--- src/rtl/core/dmrbs_pkg.sv ---
// ----------------------------------------------------------------------------
// dmrbs_pkg
// Types, codes, field layout and reset values for the dual motor ramp and
// brake sequencer.
// ----------------------------------------------------------------------------
package dmrbs_pkg;

    localparam int DUTY_W  = 15;
    localparam int SPEED_W = 16;
    localparam int TIME_W  = 32;
    localparam int COUNT_W = 32;
    localparam int CFG_W   = 31;
    localparam int CFG_IDX_W = 3;

    typedef enum logic [2:0] {
        FUNC_TICK    = 3'd0,
        FUNC_PROCESS = 3'd1,
        FUNC_COMMAND = 3'd2,
        FUNC_RESET   = 3'd3,
        FUNC_SPEEDS  = 3'd4
    } func_t;

    typedef enum logic [1:0] {
        EV_NONE    = 2'd0,
        EV_DONE    = 2'd1,
        EV_TIMEOUT = 2'd2
    } event_t;

    localparam logic [CFG_IDX_W-1:0] CFG_MAX_PWM     = 3'd0;
    localparam logic [CFG_IDX_W-1:0] CFG_RAMP_STEP   = 3'd1;
    localparam logic [CFG_IDX_W-1:0] CFG_BRAKE_MS    = 3'd2;
    localparam logic [CFG_IDX_W-1:0] CFG_STOPPED_RPM = 3'd3;
    localparam logic [CFG_IDX_W-1:0] CFG_MIN_PULSES  = 3'd4;
    localparam logic [CFG_IDX_W-1:0] CFG_TIMEOUT_MS  = 3'd5;

    localparam logic [14:0] RST_MAX_PWM     = 15'd255;
    localparam logic [14:0] RST_RAMP_STEP   = 15'd10;
    localparam logic [15:0] RST_BRAKE_MS    = 16'd100;
    localparam logic [14:0] RST_STOPPED_RPM = 15'd1;
    localparam logic [30:0] RST_MIN_PULSES  = 31'd10;
    localparam logic [15:0] RST_TIMEOUT_MS  = 16'd1000;

    // s_tdata layout
    localparam int IN_NOW_LO   = 0;
    localparam int IN_LVAL_LO  = 32;
    localparam int IN_RVAL_LO  = 48;
    localparam int IN_RAMP_EN  = 64;
    localparam int IN_ABS_BRK  = 65;
    localparam int IN_LCNT_LO  = 66;
    localparam int IN_RCNT_LO  = 98;
    localparam int IN_LRPM_LO  = 130;
    localparam int IN_RRPM_LO  = 146;
    localparam int IN_DEMO     = 162;
    localparam int IN_DATA_W   = 168;
    localparam int OUT_DATA_W  = 72;

    function automatic logic signed [SPEED_W-1:0] clamp_speed(
        input logic signed [SPEED_W-1:0] v,
        input logic [DUTY_W-1:0]         lim
    );
        logic signed [SPEED_W:0] vx;
        logic signed [SPEED_W:0] lp;
        logic signed [SPEED_W:0] ln;
        logic signed [SPEED_W:0] r;
        vx = (SPEED_W+1)'(v);
        lp = signed'({2'b00, lim});
        ln = -lp;
        if (vx > lp)
            r = lp;
        else if (vx < ln)
            r = ln;
        else
            r = vx;
        return SPEED_W'(r);
    endfunction

    function automatic logic signed [SPEED_W-1:0] ramp_toward(
        input logic signed [SPEED_W-1:0] act,
        input logic signed [SPEED_W-1:0] tgt,
        input logic                      ramp,
        input logic [DUTY_W-1:0]         step
    );
        logic signed [SPEED_W+1:0] ax;
        logic signed [SPEED_W+1:0] tx;
        logic signed [SPEED_W+1:0] sx;
        logic signed [SPEED_W+1:0] n;
        logic signed [SPEED_W-1:0] r;
        ax = (SPEED_W+2)'(act);
        tx = (SPEED_W+2)'(tgt);
        sx = signed'({3'b000, step});
        r  = tgt;
        if (ramp) begin
            if (ax < tx) begin
                n = ax + sx;
                r = (n < tx) ? SPEED_W'(n) : tgt;
            end
            else if (ax > tx) begin
                n = ax - sx;
                r = (n > tx) ? SPEED_W'(n) : tgt;
            end
            else begin
                r = act;
            end
        end
        return r;
    endfunction

endpackage

--- src/rtl/core/dual_motor_ramp_brake_sequencer.sv ---
// Flow: an accepted request waits in the input register, is worked into the
// result register once that is free or being taken, then is on m_tvalid/m_tdata.
// Throughput: one request per cycle; a held result stalls s_tready only when
// both the input register and the result register are full.
// Reset: all motor, brake and command state cleared, duties zero, the
// configuration registers return to their default values.
// ----------------------------------------------------------------------------
// dual_motor_ramp_brake_sequencer
// Two H-bridge duty pairs with speed ramping, timed brake hold and a
// one-deep command slot completed by encoder travel or timeout.
// ----------------------------------------------------------------------------
module dual_motor_ramp_brake_sequencer (
    input  logic                              clk,
    input  logic                              rst_n,
    input  logic                              s_tvalid,
    output logic                              s_tready,
    // now_ms[31:0], left_value[47:32], right_value[63:48], ramp_enable[64],
    // brake_all[65], left_count[97:66], right_count[129:98],
    // left_rpm[145:130], right_rpm[161:146], demo_active[162], zero pad
    input  logic [dmrbs_pkg::IN_DATA_W-1:0]   s_tdata,
    // func[2:0]
    input  logic [2:0]                        s_tuser,
    output logic                              m_tvalid,
    input  logic                              m_tready,
    // left_fwd_duty[14:0], left_rev_duty[29:15], right_fwd_duty[44:30],
    // right_rev_duty[59:45], left_braking[60], right_braking[61],
    // busy_res[62], queued[63], finish_event[65:64], zero pad
    output logic [dmrbs_pkg::OUT_DATA_W-1:0]  m_tdata,
    input  logic                              cfg_we,
    input  logic [dmrbs_pkg::CFG_IDX_W-1:0]   cfg_index,
    input  logic [dmrbs_pkg::CFG_W-1:0]       cfg_data
);

    // configuration
    logic [14:0] max_pwm_reg;
    logic [14:0] ramp_step_reg;
    logic [15:0] brake_ms_reg;
    logic [14:0] stopped_rpm_reg;
    logic [30:0] min_pulses_reg;
    logic [15:0] timeout_ms_reg;

    // pipeline
    logic                            in_valid_reg;
    dmrbs_pkg::func_t                in_func_reg;
    logic [dmrbs_pkg::IN_DATA_W-1:0] in_data_reg;
    logic                            out_valid_reg;
    logic [dmrbs_pkg::OUT_DATA_W-1:0] out_data_reg;
    logic                            advance;

    // block state, index 0 left, 1 right
    logic signed [15:0] tgt_reg [2];
    logic signed [15:0] act_reg [2];
    logic               ramp_mode_reg;
    logic [1:0]         brake_reg;
    logic [31:0]        brake_start_reg [2];
    logic [14:0]        fwd_reg [2];
    logic [14:0]        rev_reg [2];
    logic               exec_reg;
    logic signed [15:0] cmd_spd_reg [2];
    logic signed [31:0] start_cnt_reg [2];
    logic [31:0]        cmd_time_reg;
    logic               next_valid_reg;
    logic signed [15:0] next_spd_reg [2];

    logic signed [15:0] tgt_next [2];
    logic signed [15:0] act_next [2];
    logic               ramp_mode_next;
    logic [1:0]         brake_next;
    logic [31:0]        brake_start_next [2];
    logic [14:0]        fwd_next [2];
    logic [14:0]        rev_next [2];
    logic               exec_next;
    logic signed [15:0] cmd_spd_next [2];
    logic signed [31:0] start_cnt_next [2];
    logic [31:0]        cmd_time_next;
    logic               next_valid_next;
    logic signed [15:0] next_spd_next [2];
    dmrbs_pkg::event_t  ev_next;

    // request fields
    logic [31:0]        now;
    logic signed [15:0] val_in [2];
    logic signed [31:0] cnt_in [2];
    logic signed [15:0] rpm_in [2];
    logic               ramp_en;
    logic               abs_brake;
    logic               demo;

    assign now       = in_data_reg[dmrbs_pkg::IN_NOW_LO +: 32];
    assign val_in[0] = in_data_reg[dmrbs_pkg::IN_LVAL_LO +: 16];
    assign val_in[1] = in_data_reg[dmrbs_pkg::IN_RVAL_LO +: 16];
    assign cnt_in[0] = in_data_reg[dmrbs_pkg::IN_LCNT_LO +: 32];
    assign cnt_in[1] = in_data_reg[dmrbs_pkg::IN_RCNT_LO +: 32];
    assign rpm_in[0] = in_data_reg[dmrbs_pkg::IN_LRPM_LO +: 16];
    assign rpm_in[1] = in_data_reg[dmrbs_pkg::IN_RRPM_LO +: 16];
    assign ramp_en   = in_data_reg[dmrbs_pkg::IN_RAMP_EN];
    assign abs_brake = in_data_reg[dmrbs_pkg::IN_ABS_BRK];
    assign demo      = in_data_reg[dmrbs_pkg::IN_DEMO];

    assign advance  = in_valid_reg && (!out_valid_reg || m_tready);
    assign s_tready = !in_valid_reg || advance;
    assign m_tvalid = out_valid_reg;
    assign m_tdata  = out_data_reg;

    always_ff @(posedge clk or negedge rst_n)
    begin
        if (!rst_n)
        begin
            max_pwm_reg     <= dmrbs_pkg::RST_MAX_PWM;
            ramp_step_reg   <= dmrbs_pkg::RST_RAMP_STEP;
            brake_ms_reg    <= dmrbs_pkg::RST_BRAKE_MS;
            stopped_rpm_reg <= dmrbs_pkg::RST_STOPPED_RPM;
            min_pulses_reg  <= dmrbs_pkg::RST_MIN_PULSES;
            timeout_ms_reg  <= dmrbs_pkg::RST_TIMEOUT_MS;
        end
        else if (cfg_we)
        begin
            case (cfg_index)
                dmrbs_pkg::CFG_MAX_PWM:     max_pwm_reg     <= cfg_data[14:0];
                dmrbs_pkg::CFG_RAMP_STEP:   ramp_step_reg   <= cfg_data[14:0];
                dmrbs_pkg::CFG_BRAKE_MS:    brake_ms_reg    <= cfg_data[15:0];
                dmrbs_pkg::CFG_STOPPED_RPM: stopped_rpm_reg <= cfg_data[14:0];
                dmrbs_pkg::CFG_MIN_PULSES:  min_pulses_reg  <= cfg_data;
                dmrbs_pkg::CFG_TIMEOUT_MS:  timeout_ms_reg  <= cfg_data[15:0];
                default: ;
            endcase
        end
    end

    always_comb
    begin
        logic                      start;
        logic signed [15:0]        src [2];
        logic                      changed;
        logic                      met;
        logic                      tout;
        logic                      brk [2];
        logic signed [32:0]        diff;
        logic [32:0]               travel [2];
        logic signed [16:0]        rpm_x;
        logic [16:0]               rpm_abs;
        logic signed [15:0]        clamped [2];

        tgt_next         = tgt_reg;
        act_next         = act_reg;
        ramp_mode_next   = ramp_mode_reg;
        brake_next       = brake_reg;
        brake_start_next = brake_start_reg;
        fwd_next         = fwd_reg;
        rev_next         = rev_reg;
        exec_next        = exec_reg;
        cmd_spd_next     = cmd_spd_reg;
        start_cnt_next   = start_cnt_reg;
        cmd_time_next    = cmd_time_reg;
        next_valid_next  = next_valid_reg;
        next_spd_next    = next_spd_reg;
        ev_next          = dmrbs_pkg::EV_NONE;
        start            = 1'b0;
        src              = next_spd_reg;
        changed          = 1'b0;
        met              = 1'b0;
        tout             = 1'b0;
        brk[0]           = 1'b0;
        brk[1]           = 1'b0;
        diff             = '0;
        rpm_x            = '0;
        rpm_abs          = '0;

        for (int s = 0; s < 2; s++)
        begin
            clamped[s] = dmrbs_pkg::clamp_speed(val_in[s], max_pwm_reg);
            diff       = 33'(cnt_in[s]) - 33'(start_cnt_reg[s]);
            travel[s]  = (diff < 0) ? 33'(-diff) : 33'(diff);
        end

        case (in_func_reg)
            dmrbs_pkg::FUNC_TICK:
            begin
                for (int s = 0; s < 2; s++)
                begin
                    if (brake_reg[s] && ((now - brake_start_reg[s]) >= {16'd0, brake_ms_reg}))
                    begin
                        fwd_next[s]   = '0;
                        rev_next[s]   = '0;
                        brake_next[s] = 1'b0;
                    end
                end
                changed = (act_reg[0] != tgt_reg[0]) || (act_reg[1] != tgt_reg[1]);
                for (int s = 0; s < 2; s++)
                begin
                    act_next[s] = dmrbs_pkg::ramp_toward(act_reg[s], tgt_reg[s],
                                                         ramp_mode_reg, ramp_step_reg);
                    if (changed)
                    begin
                        if (act_next[s] == 16'sd0)
                            brk[s] = 1'b1;
                        else if (act_next[s] > 16'sd0)
                        begin
                            fwd_next[s]   = act_next[s][14:0];
                            rev_next[s]   = '0;
                            brake_next[s] = 1'b0;
                        end
                        else
                        begin
                            fwd_next[s]   = '0;
                            rev_next[s]   = 15'(-act_next[s]);
                            brake_next[s] = 1'b0;
                        end
                    end
                end
            end
            dmrbs_pkg::FUNC_PROCESS:
            begin
                if (!demo)
                begin
                    if (!exec_reg)
                        start = next_valid_reg;
                    else
                    begin
                        met  = (travel[0] >= {2'b00, min_pulses_reg}) ||
                               (travel[1] >= {2'b00, min_pulses_reg});
                        tout = (now - cmd_time_reg) >= {16'd0, timeout_ms_reg};
                        if (cmd_spd_reg[0] == 16'sd0 && cmd_spd_reg[1] == 16'sd0)
                            ev_next = dmrbs_pkg::EV_DONE;
                        else if (tout)
                            ev_next = dmrbs_pkg::EV_TIMEOUT;
                        else if (met)
                            ev_next = dmrbs_pkg::EV_DONE;
                        if (ev_next != dmrbs_pkg::EV_NONE)
                        begin
                            exec_next = 1'b0;
                            start     = next_valid_reg;
                        end
                    end
                end
            end
            dmrbs_pkg::FUNC_COMMAND:
            begin
                if (!exec_reg)
                begin
                    start = 1'b1;
                    src   = clamped;
                end
                else
                begin
                    next_valid_next = 1'b1;
                    next_spd_next   = clamped;
                end
            end
            dmrbs_pkg::FUNC_RESET:
            begin
                for (int s = 0; s < 2; s++)
                begin
                    tgt_next[s]       = '0;
                    act_next[s]       = '0;
                    cmd_spd_next[s]   = '0;
                    start_cnt_next[s] = '0;
                    next_spd_next[s]  = '0;
                    rpm_x             = 17'(rpm_in[s]);
                    rpm_abs           = (rpm_x < 0) ? 17'(-rpm_x) : 17'(rpm_x);
                    brk[s]            = abs_brake || (rpm_abs > {2'b00, stopped_rpm_reg});
                end
                exec_next       = 1'b0;
                cmd_time_next   = '0;
                next_valid_next = 1'b0;
            end
            dmrbs_pkg::FUNC_SPEEDS:
            begin
                tgt_next       = clamped;
                ramp_mode_next = ramp_en;
            end
            default: ;
        endcase

        for (int s = 0; s < 2; s++)
        begin
            if (brk[s])
            begin
                fwd_next[s]         = max_pwm_reg;
                rev_next[s]         = max_pwm_reg;
                brake_next[s]       = 1'b1;
                brake_start_next[s] = now;
            end
        end

        if (start)
        begin
            cmd_spd_next    = src;
            start_cnt_next  = cnt_in;
            cmd_time_next   = now;
            for (int s = 0; s < 2; s++)
                tgt_next[s] = dmrbs_pkg::clamp_speed(src[s], max_pwm_reg);
            ramp_mode_next  = 1'b1;
            exec_next       = 1'b1;
            next_valid_next = 1'b0;
        end
    end

    always_ff @(posedge clk or negedge rst_n)
    begin
        if (!rst_n)
        begin
            in_valid_reg   <= 1'b0;
            in_func_reg    <= dmrbs_pkg::FUNC_TICK;
            out_valid_reg  <= 1'b0;
            ramp_mode_reg  <= 1'b0;
            brake_reg      <= '0;
            exec_reg       <= 1'b0;
            cmd_time_reg   <= '0;
            next_valid_reg <= 1'b0;
            for (int s = 0; s < 2; s++)
            begin
                tgt_reg[s]         <= '0;
                act_reg[s]         <= '0;
                brake_start_reg[s] <= '0;
                fwd_reg[s]         <= '0;
                rev_reg[s]         <= '0;
                cmd_spd_reg[s]     <= '0;
                start_cnt_reg[s]   <= '0;
                next_spd_reg[s]    <= '0;
            end
        end
        else
        begin
            if (s_tready)
            begin
                in_valid_reg <= s_tvalid;
                in_func_reg  <= dmrbs_pkg::func_t'(s_tuser);
            end
            if (advance)
                out_valid_reg <= 1'b1;
            else if (m_tready)
                out_valid_reg <= 1'b0;
            if (advance)
            begin
                tgt_reg         <= tgt_next;
                act_reg         <= act_next;
                ramp_mode_reg   <= ramp_mode_next;
                brake_reg       <= brake_next;
                brake_start_reg <= brake_start_next;
                fwd_reg         <= fwd_next;
                rev_reg         <= rev_next;
                exec_reg        <= exec_next;
                cmd_spd_reg     <= cmd_spd_next;
                start_cnt_reg   <= start_cnt_next;
                cmd_time_reg    <= cmd_time_next;
                next_valid_reg  <= next_valid_next;
                next_spd_reg    <= next_spd_next;
            end
        end
    end

    always_ff @(posedge clk)
    begin
        if (s_tready)
            in_data_reg <= s_tdata;
        if (advance)
            out_data_reg <= {6'd0, ev_next, next_valid_next, exec_next,
                             brake_next[1], brake_next[0],
                             rev_next[1], fwd_next[1], rev_next[0], fwd_next[0]};
    end

    a_queued_needs_busy: assert property (@(posedge clk) disable iff (!rst_n)
        next_valid_reg |-> exec_reg)
        else $error("command slot full while no command runs");

    a_event_only_on_process: assert property (@(posedge clk) disable iff (!rst_n)
        advance && (ev_next != dmrbs_pkg::EV_NONE)
            |-> (in_func_reg == dmrbs_pkg::FUNC_PROCESS) && exec_reg)
        else $error("finish event without a running command");

    a_brake_left_duty: assert property (@(posedge clk) disable iff (!rst_n)
        brake_reg[0] |-> (fwd_reg[0] == rev_reg[0]))
        else $error("left brake hold with unequal duties");

    a_brake_right_duty: assert property (@(posedge clk) disable iff (!rst_n)
        brake_reg[1] |-> (fwd_reg[1] == rev_reg[1]))
        else $error("right brake hold with unequal duties");

    a_stall_only_when_full: assert property (@(posedge clk) disable iff (!rst_n)
        !s_tready |-> in_valid_reg && out_valid_reg)
        else $error("request refused with a free stage");

endmodule

--- config.mk ---
export PLATFORM = sky130hd
export DESIGN_NAME = dual_motor_ramp_brake_sequencer
export DESIGN_NICKNAME = d
export VERILOG_FILES = /design/src/rtl/core/dmrbs_pkg.sv /design/src/rtl/core/dual_motor_ramp_brake_sequencer.sv
export SDC_FILE = /design/constraint.sdc
export NUM_CORES = 2
export LEC_CHECK = 0
export BUFFER_PORTS_ARGS = -buffer_cell sky130_fd_sc_hd__buf_2
export CORE_UTILIZATION = 53
export DETAILED_ROUTE_END_ITERATION = 7
export PLACE_DENSITY_LB_ADDON = 0.2
export SYNTH_ARGS = -nofsm -noshare
export SYNTH_HDL_FRONTEND = slang
export SYNTH_SLANG_ARGS = --single-unit
export TNS_END_PERCENT = 30
--- constraint.sdc ---
create_clock -name clk -period 7.15 [get_ports clk]
set_input_delay 1.0725 -clock clk [delete_from_list [all_inputs] [get_ports clk]]
set_output_delay 1.0725 -clock clk [all_outputs]
set_load 0.01 [all_outputs]
== After elaboration in Yosys (flattened, before gate mapping) ==
Index checks and enable logic that the tools add are counted.
Word-level totals
  output and inout port bits: 74
  register bits after elaboration: 695
  input bits: 210
  logic and storage cells: 226
Cells by class
  add/subtract/negate cells: 16
  mux-type cells: 95
  order comparisons: 29
  bitwise gates (word level): 2
  reductions and logical operators: 39
  eq/ne operators: 12
Operators by type and width (count)
  2-to-1 mux 16 bit: 20
  2-to-1 mux 15 bit: 20
  2-to-1 mux 32 bit: 7
  case mux 32 bit (2 select lines): 3
  2-to-1 mux 64 bit: 2
  >= comparator 32 x 16 -> 1 bit: 3
  > comparator 16 bit: 6
  subtractor 32 bit: 3
  less-than comparator 16 x 17 -> 1 bit: 4
  >= comparator 33 x 31 -> 1 bit: 2
  less-than comparator 33 x 1 -> 1 bit (second input constant): 2
  2-to-1 mux 33 bit: 2
  negation 33 bit: 2
  subtractor 32 x 32 -> 33 bit: 2
  zero test 16 bit: 4
  2-to-1 mux 30 bit: 2
  adder 16 x 16 -> 17 bit: 2
  > comparator 17 x 15 -> 1 bit: 2
  > comparator 17 x 16 -> 1 bit: 2
  less-than comparator 17 x 16 -> 1 bit: 2
  2-to-1 mux 17 bit: 2
  negation 16 -> 17 bit: 2
  subtractor 16 x 16 -> 17 bit: 2
  > comparator 16 x 1 -> 1 bit (second input constant): 2
  23 further kinds: 93

== Longest topological paths before layout ==
  depth after elaboration: 18
  depth in mapped cells: 39
  depth with buffers taken out: 31

== Worst setup path after synthesis ==
No wires, ideal clock.
  path type: reg2reg
  start: reg max_pwm_reg[1]
  end: reg tgt_reg[25] in the netlist's numbering
  slack: -0.574 ns
  library setup time: 0.125 ns
  required time: 7.025 ns
  period minus slack after synthesis: 7.724 ns
  cell stages (with the launch flop): 36
  buffers on the path: 7
  arrival: 7.599 ns
  cells stage by stage: dfstp_2 -> clkbuf_1 -> inv_1 -> ha_1 -> clkbuf_1 -> nand4_1 -> or3_1 -> clkbuf_1 -> or3_1 -> clkbuf_1 -> xnor2_1 -> ha_1 -> a211o_1 -> a211oi_1 -> a211oi_1 -> o21ai_0 -> clkbuf_1 -> buf_1 -> mux2i_1 -> o21ai_0 -> mux2_2 -> ha_1 -> nor2b_1 -> o21ai_0 -> nand2b_1 -> a21oi_1 -> o21ai_0 -> a211oi_1 -> nor2_1 -> o21ai_0 -> a211oi_1 -> clkbuf_1 -> mux2_2 -> a22oi_1 -> o32ai_1 -> mux2_2
Between the ends
  word-level cells in the longest chain between the ends: 10
  elaborated cells on any way between the ends: 13
  those cells by class: add/sub: 1; order compare: 4; mux: 8
RTL lines
  start: declaration: RTL line dual_motor_ramp_brake_sequencer.sv:35  | logic [14:0] max_pwm_reg;
  start signal: assignment: RTL line dual_motor_ramp_brake_sequencer.sv:109  | max_pwm_reg <= dmrbs_pkg::RST_MAX_PWM;
  start signal: assignment: RTL line dual_motor_ramp_brake_sequencer.sv:119  | dmrbs_pkg::CFG_MAX_PWM: max_pwm_reg <= cfg_data[14:0];
  negation 15 -> 17 bit: RTL line dmrbs_pkg.sv:67  | ln = -lp;
  less-than comparator 16 x 17 -> 1 bit: RTL line dmrbs_pkg.sv:70  | else if (vx < ln)
  2-to-1 mux 16 bit: RTL line dmrbs_pkg.sv:70
  2-to-1 mux 16 bit: RTL line dmrbs_pkg.sv:68  | if (vx > lp)
  2-to-1 mux 32 bit: RTL line dual_motor_ramp_brake_sequencer.sv:239  | if (!exec_reg)
  2-to-1 mux 32 bit: RTL line dual_motor_ramp_brake_sequencer.sv:176  | case (in_func_reg)
  less-than comparator 16 x 17 -> 1 bit: RTL line dmrbs_pkg.sv:70
  2-to-1 mux 16 bit: RTL line dmrbs_pkg.sv:70
  2-to-1 mux 16 bit: RTL line dmrbs_pkg.sv:68
  2-to-1 mux 32 bit *: RTL line dual_motor_ramp_brake_sequencer.sv:286  | if (start)
  end signal: assignment: RTL line dual_motor_ramp_brake_sequencer.sv:336  | tgt_reg <= tgt_next;
  end: declaration: RTL line dual_motor_ramp_brake_sequencer.sv:51  | logic signed [15:0] tgt_reg [2];
Every way passes the cells marked *; elsewhere a longest branch is shown, timed or not.
A chain may end at the register's enable or synchronous reset.

== Worst setup path after layout ==
  start: reg max_pwm_reg[1]
  end: reg tgt_reg[24] in the netlist's numbering
The elaborated chain is that of the path after synthesis.

==> reports/metrics.cfg <==
[clock_network]
cts-root-buf=clkbuf_16
cts_hold_buf=0
cts_tree=built
cts_buffers=83
cts.sinks=695
cts_max_path_buffers=3
clock_latency_ns=0.68
path_clk_slew_ns=0.06
htree_levels=3

[power]
leakage_nw=28.00
pwr-share-clk_pct=13.2
p_seq_share_pct=18.4
swShare_pct=48.10
share_comb_of_total_power_pct=68.4
irDropWorstVdd_uv=290.7
cell_internal_pwr_mw=18.00
power.switching_mw=16.69
p_per_area_nw_per_um2=556.5

[logic_synthesis]
seq_area_frac_synth_pct=34.41
yosys.area.top_type=dfrtp_1
ys_seq_elements=695
synthTopCellsByCount=586 x ha_1, 492 x nand2_1, 456 x o21ai_0
post-synth-top-area-fraction_pct=20.59
synth_most_common_cell=ha_1
avgSynthCellArea_um2=9.021
ys_warn_count=0
ys_types=105
synth-edff-count=229
synth_area_leaders=dfrtp_1 21%, ha_1 14%, edfxtp_1 13%, o21ai_0 4.2%, a21oi_1 3.6%
synth.cell_area_um2=53960
ys.flop_type=dfrtp_1
async_flop_share_pct=67.05
synthCells=5981

[floorplanning]
initial_core_util_pct=53.72
die-area_um2=103100
die_h_um=321.1
io_pins=284
coreArea_um2=100400
rows=116
die_w_um=321.1

[timing]
slew_headroom_pct=18.68
fin_skew_ns=0.02860
hold_ws_ns=0.3931
drv_slew=0
finalHoldViolCount=0
setup_ws_ns=0.2108
fin_tns_setup_ns=0
setup_viol=0
finalCritPeriodShare_pct=97.05
fin_crit_ns=6.939
fmax_mhz=144.1
worstMarginPinSlew_ns=1.220

[critical_path]
reg2reg_slack_ns=0.21
critPathMaxFanout=21
crit_required_ns=7.71
criticalPathCategory=flip-flop to flip-flop
cp.arrival_ns=7.50
crit_path_end_kind=flip-flop
start_kind=flip-flop

[finish]
layout.area.seq_um2=18570
fin_cells=7854
layout-drive-gt1-share_pct=16.40
finalNetCount=7229
fillers=8803
multi_input_area_um2=32960
largest_register_ffs=163
fin_util_pct=62.06
syn2layout_area_growth_pct=15.52

[grt]
grt_pass1_vias=46950
grt_usage_pct=35.09
grt_start_max_net_pins=138
grt_pass1_wl_um=277900
grt_antenna_before_repair=8
grt-ovfl-total=0

[worst_hold_path]
worstHoldPathType=input port to async pin

[placement]
placed_cells=7683
place_ws_ns=0.03070
globalplace.congestion=1.017
port_buffers=272
hpwl_um=140400

[routing]
dr_total_vias=49170
drt_wl_total_um=185100
first_iter_violations=4551
firstDrtPassIters=6
drt-vias-per-instance=6.260
drc=0
ant_nets=0
post_drt_wl_per_cell_um=23.57

[run]
maxCapViolCount=0

[outcome]
status=complete, no violations

[area by class of cell]
class,count,area share [%]
Antenna cell,2,0.008029
Clock buffer,99,3.661
Clock inverter,57,1.086
Inverter,460,2.774
Multi-Input combinational cell,4558,52.88
Sequential cell,695,29.79
Tap cell,1357,2.724
Timing Repair Buffer,626,7.076
[layer usage]
metal  GRT usage (%)  wire (µm)  part of all wire [%]  vias up
met5               0         62                 0.033        -
met2           54.64      81850                    44     1893
li1                -          -                     -    23050
met3           6.095      13760                   7.4      508
met1           45.82      77760                    42    23710
met4           20.62      11690                   6.3       10
[what timing repair did]
item	CTS	global route
buffers inserted	0	10
pin swaps	0	12
gates resized for setup	2	84
endpoints found under the setup margin	14	353
cloned	0	3
[power groups by stage]
stage          Sequential, mW  Clock (mW)  Combinational (mW)
5_1_grt                  6.48        4.80                25.8
4_1_cts                  6.34        4.64                22.9
3_5_place_dp             6.39           0                22.8
3_3_place_gp             6.36           0                22.4
6_report                 6.38        4.58                23.7
2_1_floorplan            6.06           0                15.3
[worst max-delay path, cell delays in order (launching register included)]
cell and delay, ns:
dfstp_2 0.44, nor4_2 0.42, nand4_1 0.19, nor3_1 0.41
xnor2_1 0.22, ha_1 0.30, a21o_1 0.18, a211o_1 0.30
a211oi_1 0.22, a211oi_1 0.15, o21ai_4 0.27, buf_4 0.21
mux2_2 0.32, o21ai_0 0.25, o21ai_0 0.19, ha_1 0.34
a21oi_1 0.07, o21ai_0 0.21, a211oi_1 0.10, nor2_1 0.12
o21ai_1 0.10, a211oi_4 0.54, buf_12 0.23, mux2_2 0.35
a22oi_1 0.22, o32ai_2 0.12, mux2_2 0.31
[stage by stage]
step	area, µm²	power (mW)
2_1_floorplan	54000	21.38
3_3_place_gp	58870	28.76
3_5_place_dp	58870	29.16
4_1_cts	61840	33.91
5_1_grt	62330	37.10
6_report	62330	34.69
[cells in the final DEF, fill, tap and decap left out, types with 41 or more instances in the layout]
cell / instances
a22oi_1: 48
a211oi_1: 72
o31ai_1: 63
inv_1: 452
or3_1: 45
a21o_1: 147
nand3_1: 88
a22o_1: 140
nor2b_1: 69
ha_1: 583
nand4_1: 81
nor2_1: 375
nor3_1: 95
nand2b_1: 88
nand2_1: 491
clkbuf_16: 90
o22ai_1: 41
o21ai_0: 440
buf_4: 324
mux2i_1: 46
a31oi_1: 67
xor2_1: 74
edfxtp_1: 229
o211ai_1: 50
dfrtp_1: 443
mux2_2: 121
a21oi_1: 379
xnor2_1: 175
buf_2: 271
o21a_1: 77
[kinds of logic (layout without fill, tap and decap cells)]
group | Yosys count | in the layout | share of synthesized area (%)
buf+inv | 733 | 1242 | 5.417
mux | 173 | 173 | 3.502
other cells | 1 | 8 | 0.006950
flops | 695 | 695 | 34.41
simple gates | 1578 | 1578 | 14.25
fa+ha+maj | 595 | 595 | 13.92
compound gates | 1955 | 1955 | 24.42
xor+xnor | 251 | 251 | 4.074
[worst paths after layout]
kind / startpoint / end / cells after the start
worst max register to register: max_pwm_reg[1] / tgt_reg[24] / 26
max in group asynchronous: rst_n / ramp_step_reg[0] / 2
worst min register to register: next_spd_reg[13] / next_spd_reg[13] / 2
min in group clk: next_spd_reg[13] / next_spd_reg[13] / 2
worst max-delay path: max_pwm_reg[1] / tgt_reg[24] / 26
worst min-delay path: rst_n / cmd_spd_reg[15] / 1
Note: power is estimated with default switching activity, not from simulation.
